--- config.mk ---
export PLATFORM = sky130hd
export DESIGN_NAME = per_box_message_queues_core_flat
export DESIGN_NICKNAME = d
export VERILOG_FILES = /design/src/design/pbmq_pkg.sv /design/src/design/pbmq_if.sv /design/src/design/per_box_message_queues_core.sv /design/src/flat_wrapper.sv
export SDC_FILE = /design/constraint.sdc
export NUM_CORES = 1
export LEC_CHECK = 0
export BUFFER_PORTS_ARGS = -buffer_cell sky130_fd_sc_hd__buf_2
export CELL_PAD_IN_SITES_DETAIL_PLACEMENT = 0
export CELL_PAD_IN_SITES_GLOBAL_PLACEMENT = 1
export CORE_MARGIN = 3
export CORE_UTILIZATION = 23
export DETAILED_ROUTE_END_ITERATION = 8
export GPL_ROUTABILITY_DRIVEN = 1
export PLACE_DENSITY_LB_ADDON = 0.25
export SLEW_MARGIN = 20
export SYNTH_ARGS = -nofsm -noshare
export SYNTH_HDL_FRONTEND = slang
export SYNTH_SLANG_ARGS = --single-unit
--- constraint.sdc ---
create_clock -name clock -period 10.7 [get_ports clock]
set_clock_uncertainty 0.15 [all_clocks]
set_input_delay 1.07 -clock clock [delete_from_list [all_inputs] [get_ports clock]]
set_output_delay 1.07 -clock clock [all_outputs]
set_load 0.1 [all_outputs]
--- src/design/pbmq_pkg.sv ---
// shared types and codes for the per-box message queues
package pbmq_pkg;

   // operation codes
   localparam logic OP_POST = 1'b0;
   localparam logic OP_RECV = 1'b1;

   // result status codes
   localparam logic [1:0] ST_DONE  = 2'd0;
   localparam logic [1:0] ST_FULL  = 2'd1;
   localparam logic [1:0] ST_EMPTY = 2'd2;

   // fixed field widths
   localparam int BOX_ID_W = 4;
   localparam int HANDLE_W = 8;
   localparam int STATUS_W = 2;

   // highest number of boxes that a box id can reach
   localparam int BOX_ID_SPAN = 1 << BOX_ID_W;

   typedef logic [BOX_ID_W-1:0] box_id_type;
   typedef logic [HANDLE_W-1:0] handle_type;
   typedef logic [STATUS_W-1:0] status_type;

endpackage

--- src/design/pbmq_if.sv ---
// request and response channel interfaces
interface pbmq_req_if
   import pbmq_pkg::*;
();
   logic       valid;
   logic       ready;
   logic       operation;
   box_id_type box_id;
   handle_type message_handle;

   modport source (output valid, operation, box_id, message_handle, input ready);
   modport sink   (input valid, operation, box_id, message_handle, output ready);
endinterface

interface pbmq_rsp_if
   import pbmq_pkg::*;
();
   logic       valid;
   logic       ready;
   status_type status;
   handle_type handle_out;

   modport source (output valid, status, handle_out, input ready);
   modport sink   (input valid, status, handle_out, output ready);
endinterface

--- src/design/per_box_message_queues_core.sv ---
// bank of per-box ring fifos of message handles, one post or receive per transfer
// result valid in the cycle after the request transfer
// throughput: one transfer per cycle while the response side takes results
// the slot memory is read and written in the transfer cycle, read data registered
// reset: synchronous, clears pointers, fill counts and the result valid flag
// slot memory is not cleared, only written entries are ever read
module per_box_message_queues_core
   import pbmq_pkg::*;
#(
   parameter int BOX_COUNT     = 16,
   parameter int SLOTS_PER_BOX = 8
) (
   input  logic      clock,
   input  logic      reset,
   pbmq_req_if.sink  req_ch,
   pbmq_rsp_if.source rsp_ch
);

   // boxes that a box id can actually address
   localparam int NUM_BOXES  = (BOX_COUNT < BOX_ID_SPAN) ? BOX_COUNT : BOX_ID_SPAN;
   localparam int BIDX_W     = (NUM_BOXES > 1) ? $clog2(NUM_BOXES) : 1;
   localparam int PTR_W      = (SLOTS_PER_BOX > 1) ? $clog2(SLOTS_PER_BOX) : 1;
   localparam int CNT_W      = $clog2(SLOTS_PER_BOX + 1);
   localparam int SLOT_TOTAL = NUM_BOXES * SLOTS_PER_BOX;
   localparam int ADDR_W     = (SLOT_TOTAL > 1) ? $clog2(SLOT_TOTAL) : 1;

   // per-box state
   logic [PTR_W-1:0] wr_ptr_ff [NUM_BOXES];
   logic [PTR_W-1:0] rd_ptr_ff [NUM_BOXES];
   logic [CNT_W-1:0] count_ff  [NUM_BOXES];

   // slot memory and its registered read data
   handle_type slot_mem [SLOT_TOTAL];
   handle_type rd_data_ff;

   // result register
   logic       rsp_valid_ff, rsp_valid_in;
   status_type status_ff, status_in;
   logic       take_ff, take_in;

   logic              accept;
   logic [BIDX_W-1:0] box_idx;
   logic              box_ok;
   logic [PTR_W-1:0]  cur_wr, cur_rd, next_wr, next_rd;
   logic [CNT_W-1:0]  cur_cnt;
   logic              is_full, is_empty;
   logic              do_post, do_recv;
   logic [ADDR_W-1:0] addr;

   // handshake
   assign req_ch.ready = !rsp_valid_ff || rsp_ch.ready;
   assign accept       = req_ch.valid && req_ch.ready;

   // box lookup and decision
   always_comb begin
      box_idx  = req_ch.box_id[BIDX_W-1:0];
      box_ok   = ({1'b0, req_ch.box_id} < (BOX_ID_W + 1)'(NUM_BOXES));
      cur_wr   = wr_ptr_ff[box_idx];
      cur_rd   = rd_ptr_ff[box_idx];
      cur_cnt  = count_ff[box_idx];
      is_full  = (cur_cnt == CNT_W'(SLOTS_PER_BOX));
      is_empty = (cur_cnt == '0);
      next_wr  = (cur_wr == PTR_W'(SLOTS_PER_BOX - 1)) ? '0 : cur_wr + 1'b1;
      next_rd  = (cur_rd == PTR_W'(SLOTS_PER_BOX - 1)) ? '0 : cur_rd + 1'b1;
      do_post  = accept && (req_ch.operation == OP_POST) && box_ok && !is_full;
      do_recv  = accept && (req_ch.operation == OP_RECV) && box_ok && !is_empty;
      addr     = ADDR_W'(box_idx * SLOTS_PER_BOX)
               + ADDR_W'((req_ch.operation == OP_POST) ? cur_wr : cur_rd);
      if (req_ch.operation == OP_POST) begin
         status_in = (do_post) ? ST_DONE : ST_FULL;
      end else begin
         status_in = (do_recv) ? ST_DONE : ST_EMPTY;
      end
      take_in = do_recv;
      if (accept) begin
         rsp_valid_in = 1'b1;
      end else if (rsp_ch.ready) begin
         rsp_valid_in = 1'b0;
      end else begin
         rsp_valid_in = rsp_valid_ff;
      end
   end

   // pointer, count and result valid registers
   always_ff @(posedge clock) begin
      if (reset) begin
         rsp_valid_ff <= 1'b0;
         for (int i = 0; i < NUM_BOXES; i++) begin
            wr_ptr_ff[i] <= '0;
            rd_ptr_ff[i] <= '0;
            count_ff[i]  <= '0;
         end
      end else begin
         rsp_valid_ff <= rsp_valid_in;
         if (do_post) begin
            wr_ptr_ff[box_idx] <= next_wr;
            count_ff[box_idx]  <= cur_cnt + 1'b1;
         end
         if (do_recv) begin
            rd_ptr_ff[box_idx] <= next_rd;
            count_ff[box_idx]  <= cur_cnt - 1'b1;
         end
      end
   end

   // result payload, loaded on each transfer
   always_ff @(posedge clock) begin
      if (accept) begin
         status_ff <= status_in;
         take_ff   <= take_in;
      end
   end

   // slot memory, one access per transfer
   always_ff @(posedge clock) begin
      if (do_post) begin
         slot_mem[addr] <= req_ch.message_handle;
      end
      if (do_recv) begin
         rd_data_ff <= slot_mem[addr];
      end
   end

   // response outputs
   assign rsp_ch.valid      = rsp_valid_ff;
   assign rsp_ch.status     = status_ff;
   assign rsp_ch.handle_out = take_ff ? rd_data_ff : '0;

endmodule
--- src/flat_wrapper.sv ---
// flat-port wrapper written by rule: the top's interface ports become plain ports
module per_box_message_queues_core_flat import pbmq_pkg::*;
#(
   parameter int BOX_COUNT     = 16,
   parameter int SLOTS_PER_BOX = 8
)
  (clock, reset, req_ch_valid, req_ch_operation, req_ch_box_id, req_ch_message_handle, req_ch_ready, rsp_ch_valid, rsp_ch_status, rsp_ch_handle_out, rsp_ch_ready);
  pbmq_req_if req_ch_i ();
  pbmq_rsp_if rsp_ch_i ();
  input  logic clock;
  input  logic reset;
  input wire logic [$bits(req_ch_i.valid)-1:0] req_ch_valid;
  input wire logic [$bits(req_ch_i.operation)-1:0] req_ch_operation;
  input wire logic [$bits(req_ch_i.box_id)-1:0] req_ch_box_id;
  input wire logic [$bits(req_ch_i.message_handle)-1:0] req_ch_message_handle;
  output wire logic [$bits(req_ch_i.ready)-1:0] req_ch_ready;
  output wire logic [$bits(rsp_ch_i.valid)-1:0] rsp_ch_valid;
  output wire logic [$bits(rsp_ch_i.status)-1:0] rsp_ch_status;
  output wire logic [$bits(rsp_ch_i.handle_out)-1:0] rsp_ch_handle_out;
  input wire logic [$bits(rsp_ch_i.ready)-1:0] rsp_ch_ready;
  assign req_ch_i.valid = req_ch_valid;
  assign req_ch_i.operation = req_ch_operation;
  assign req_ch_i.box_id = req_ch_box_id;
  assign req_ch_i.message_handle = req_ch_message_handle;
  assign req_ch_ready = req_ch_i.ready;
  assign rsp_ch_valid = rsp_ch_i.valid;
  assign rsp_ch_status = rsp_ch_i.status;
  assign rsp_ch_handle_out = rsp_ch_i.handle_out;
  assign rsp_ch_i.ready = rsp_ch_ready;
  per_box_message_queues_core #(.BOX_COUNT(BOX_COUNT), .SLOTS_PER_BOX(SLOTS_PER_BOX)) u_core (.clock(clock), .reset(reset), .req_ch(req_ch_i), .rsp_ch(rsp_ch_i));
endmodule
==> impl_metrics.prom <==
# TYPE chip_impl_metric gauge
chip_impl_info{name="result_of_the_run",value="complete, no violations"} 1
chip_impl_metric{name="post-route-min-period",unit="ps"} 6700
chip_impl_metric{name="regToRegSetupSlack",unit="ps"} 5060
chip_impl_metric{name="place_worst_setup_slack",unit="ps"} 3140
chip_impl_metric{name="grt_overflow",unit=""} 0
chip_impl_metric{name="utilization_after_layout",unit=""} 0.268
chip_impl_metric{name="place.port_buffers",unit=""} 28
chip_impl_metric{name="yosysWarnings",unit=""} 0
chip_impl_metric{name="use_met3",unit=""} 0.0251
chip_impl_metric{name="postCtsResizedCells",unit=""} 0
chip_impl_metric{name="layout-drive-gt1-share",unit=""} 0.104
chip_impl_metric{name="clk-insertion-delay-late",unit="ps"} 770
chip_impl_metric{name="post_cts_hold_buffer_count",unit=""} 0
chip_impl_metric{name="synth-seq-cells",unit=""} 1196
chip_impl_metric{name="async_reset_ff_frac",unit=""} 0
chip_impl_metric{name="die_ar",unit="um^2"} 219000
chip_impl_info{name="timing.critical_path.to_type",value="flop"} 1
chip_impl_metric{name="power.static_leakage",unit="nW"} 18.2
chip_impl_info{name="setup.worst_path.class",value="primary input to flop"} 1
chip_impl_metric{name="initial_core_utilization",unit=""} 0.233
chip_impl_metric{name="cts_post_setup_buffers_inserted",unit=""} 0
chip_impl_metric{name="first_iter_violations",unit=""} 2372
chip_impl_metric{name="fin_ws",unit="ps"} 4000
chip_impl_metric{name="groute.layer.met1.usage",unit=""} 0.205
chip_impl_info{name="ys_dominant_reg_cell",value="edfxtp_1"} 1
chip_impl_metric{name="core.rowCount",unit=""} 168
chip_impl_metric{name="clkTransAtPathRegs",unit="ps"} 60
chip_impl_metric{name="firstDrtPassIters",unit=""} 5
chip_impl_metric{name="synthesis.instances",unit=""} 3524
chip_impl_info{name="timing.rr.end",value="u_core.rd_data_ff[7]$_DFFE_PN_"} 1
chip_impl_metric{name="synth.yosys.seq_area_share",unit=""} 0.733
chip_impl_metric{name="post-route-period-util",unit=""} 0.626
chip_impl_metric{name="hpwl",unit="mm"} 98.5
chip_impl_metric{name="detailroute.via_count",unit=""} 29200
chip_impl_metric{name="power-per-cell-area",unit="nW/um^2"} 192
chip_impl_metric{name="peakVddDrop",unit="V"} 0.000115
chip_impl_metric{name="path_max_fanout",unit=""} 83
chip_impl_info{name="worst_setup_path_startpoint",value="req_ch_box_id[1]"} 1
chip_impl_metric{name="timing.max_slew.rel_slack",unit=""} 0.228
chip_impl_metric{name="cell_count_after_placement",unit=""} 6181
chip_impl_info{name="ctsRootBufferMaster",value="clkbuf_16"} 1
chip_impl_metric{name="fmax",unit="MHz"} 149
chip_impl_metric{name="maximum_number_of_pins_on_one_net_before_global_route_repair",unit=""} 150
chip_impl_metric{name="placeable_area",unit="um^2"} 211000
chip_impl_metric{name="drt-total-wl",unit="mm"} 159
chip_impl_metric{name="cts-htree-levels",unit=""} 4
chip_impl_metric{name="finalWeightedCongestion",unit=""} 0.794
chip_impl_metric{name="drt-wirelength-per-cell",unit="um"} 24.8
chip_impl_info{name="critPathLaunchType",value="primary input"} 1
chip_impl_metric{name="numClockSinks",unit=""} 1196
chip_impl_metric{name="r2r.worst_path.cells",unit=""} 11
chip_impl_metric{name="antenna_found_initial",unit=""} 7
chip_impl_info{name="r2r_path_start",value="u_core.rd_ptr_ff[2][0]$_SDFFCE_PN0P_"} 1
chip_impl_metric{name="final_cells",unit=""} 6421
chip_impl_metric{name="layout.filler_cells",unit=""} 21600
chip_impl_metric{name="vias_per_std_cell",unit=""} 4.54
chip_impl_metric{name="die_y",unit="um"} 467
chip_impl_metric{name="cts_max_path_buffers",unit=""} 3
chip_impl_metric{name="drc",unit=""} 0
chip_impl_metric{name="boundary_pin_count",unit=""} 29
chip_impl_info{name="grt.busiest_layer",value="met2"} 1
chip_impl_metric{name="setup_viol",unit=""} 0
chip_impl_metric{name="area_growth",unit="%"} 15.1
chip_impl_info{name="grt_setup_unrepaired",value="no"} 1
chip_impl_metric{name="first_pass_grt_wire_length",unit="mm"} 226
chip_impl_metric{name="synth.avg_cell_area",unit="um^2"} 13.9
chip_impl_info{name="worstHoldPathType",value="flop to flop"} 1
chip_impl_metric{name="syn-num-nets",unit=""} 3546
chip_impl_metric{name="maxSlewViolCount",unit=""} 0
chip_impl_metric{name="synth.lib_cells_used.distinct",unit=""} 57
chip_impl_metric{name="post_syn_area",unit="um^2"} 49000
chip_impl_metric{name="via_count_of_the_first_global_routing_pass",unit=""} 28800
chip_impl_metric{name="fin_setup_tns",unit="ps"} 0
chip_impl_metric{name="number_of_clock_buffers_inserted_by_tritoncts",unit=""} 137
chip_impl_metric{name="cap_violations",unit=""} 0
chip_impl_metric{name="hold_viol",unit=""} 0
chip_impl_info{name="critPathCapture",value="u_core.rd_data_ff[7]$_DFFE_PN_"} 1
chip_impl_metric{name="arrival",unit="ps"} 7040
chip_impl_info{name="tritoncts",value="built"} 1
chip_impl_metric{name="nNetsFinal",unit=""} 3538
chip_impl_metric{name="critPathRequiredTime",unit="ps"} 11030
chip_impl_metric{name="die_w",unit="um"} 467
chip_impl_metric{name="drt.antenna.violating_nets",unit=""} 0
chip_impl_metric{name="synth_edf_count",unit=""} 1195
chip_impl_metric{name="globalRouteTotalUtil",unit=""} 0.144
chip_impl_metric{name="worst_slew_pin_slew",unit="ps"} 1130
chip_impl_metric{name="hold-worst-slack",unit="ps"} 361
chip_impl_metric{name="grt_use_met2",unit=""} 0.228
sequential cells by signal, summed over array words and instances, names as in the netlist:
signal                count
u_core.rd_ptr_ff         48
u_core.take_ff            1
u_core.rsp_ch.valid       1
u_core.rsp_ch.status      2
u_core.rd_data_ff         8
u_core.wr_ptr_ff         48
u_core.count_ff          64
u_core.slot_mem        1024
cells in the final DEF, fill, tap and decap left out, types with 37 or more instances in the layout:
cell type,netlist,final
nand2b_1,67,66
a21oi_1,65,65
buf_4,14,62
mux4_2,72,72
clkinv_1,0,37
clkbuf_16,0,140
nand3_1,229,229
edfxtp_1,1195,1195
nand2_1,724,723
nor2_1,367,357
and3_1,47,47
mux2i_1,146,145
a31oi_1,42,42
a311oi_1,39,39
how the worst min path moves through the flow:
stage	startpoint	to	slack [ps]	cells after the start
CTS	req_ch_valid	u_core.rsp_ch.valid$_SDFFE_PP0P_	350	3
global route	req_ch_valid	u_core.rsp_ch.valid$_SDFFE_PP0P_	390	3
detailed placement	u_core.rsp_ch.valid$_SDFFE_PP0P_	u_core.rsp_ch.valid$_SDFFE_PP0P_	360	2
finish	u_core.rsp_ch.valid$_SDFFE_PP0P_	u_core.rsp_ch.valid$_SDFFE_PP0P_	360	2
floorplan	u_core.slot_mem[58][6]$_DFFE_PP_	u_core.rd_data_ff[6]$_DFFE_PN_	670	5
global placement	u_core.rsp_ch.valid$_SDFFE_PP0P_	u_core.rsp_ch.valid$_SDFFE_PP0P_	350	2
cell families (layout without fill, tap and decap cells):
kind of cell               after synthesis  after routing  synth area share
xor gates and xnor gates                 3              3          0.000537
and+or+nand+nor                       1535           1535             0.135
muxes                                  222            222            0.0639
AOI/OAI and AO/OA                      306            306            0.0425
DFF                                   1196           1196             0.733
buffers and inverters                  257            347            0.0240
other                                    0              2                 0
adders and majority gates                5              5           0.00128
report_power, final:
part | internal, mW | switching, mW
registers | 5.19 | 0.0123
logic | 0.318 | 0.903
clock network | 2.46 | 1.91
total | 7.97 | 2.83
Yosys cell counts, drive strengths merged (31+ instances only):
library cell	count	area, um^2
nor2	367	1380
a21oi	66	334
a31oi	42	263
nand2b	67	419
o21ai	36	180
and3	47	294
nand2	724	2720
nand4	36	225
edfxtp	1195	35900
mux2i	146	1460
mux4	72	1620
a311oi	39	342
o22ai	31	194
buf	127	688
nand3	229	1150
clkbuf	113	424
routing by layer:
metal | up-vias | wire length, um
met2 | 742 | 73700
met3 | 153 | 7550
met1 | 15200 | 75400
met4 | 0 | 2330
li1 | 13100 | -
met5 | - | 0
final cells by class:
class	instances	area (um^2)	area share
sequential	1196	35900	0.637
multi-input combinational	2071	12000	0.214
clock buffer	171	3620	0.0642
tap	2805	3510	0.0623
timing repair buffer	93	771	0.0137
clock inverter	66	434	0.00770
inverter	17	63.8	0.00113
antenna	2	5.00	0.0000888
per-stage QoR:
step,instance area (um^2),total power [mW]
after detailed placement,52300,6.54
final,56400,10.8
after global routing,56400,11.2
after global placement,52200,6.54
after CTS,56300,10.9
after floorplan,49000,6.00
critical path: stages:
cell	delay (ps)
buf_6	430
buf_4	670
mux2i_1	160
a22oi_1	240
nand4_1	520
nand4_1	890
buf_12	390
buf_12	440
mux4_2	600
nand2_1	120
o2111ai_1	380
o311ai_1	680
a211oi_1	160
Note: power is estimated with default switching activity, not from simulation.
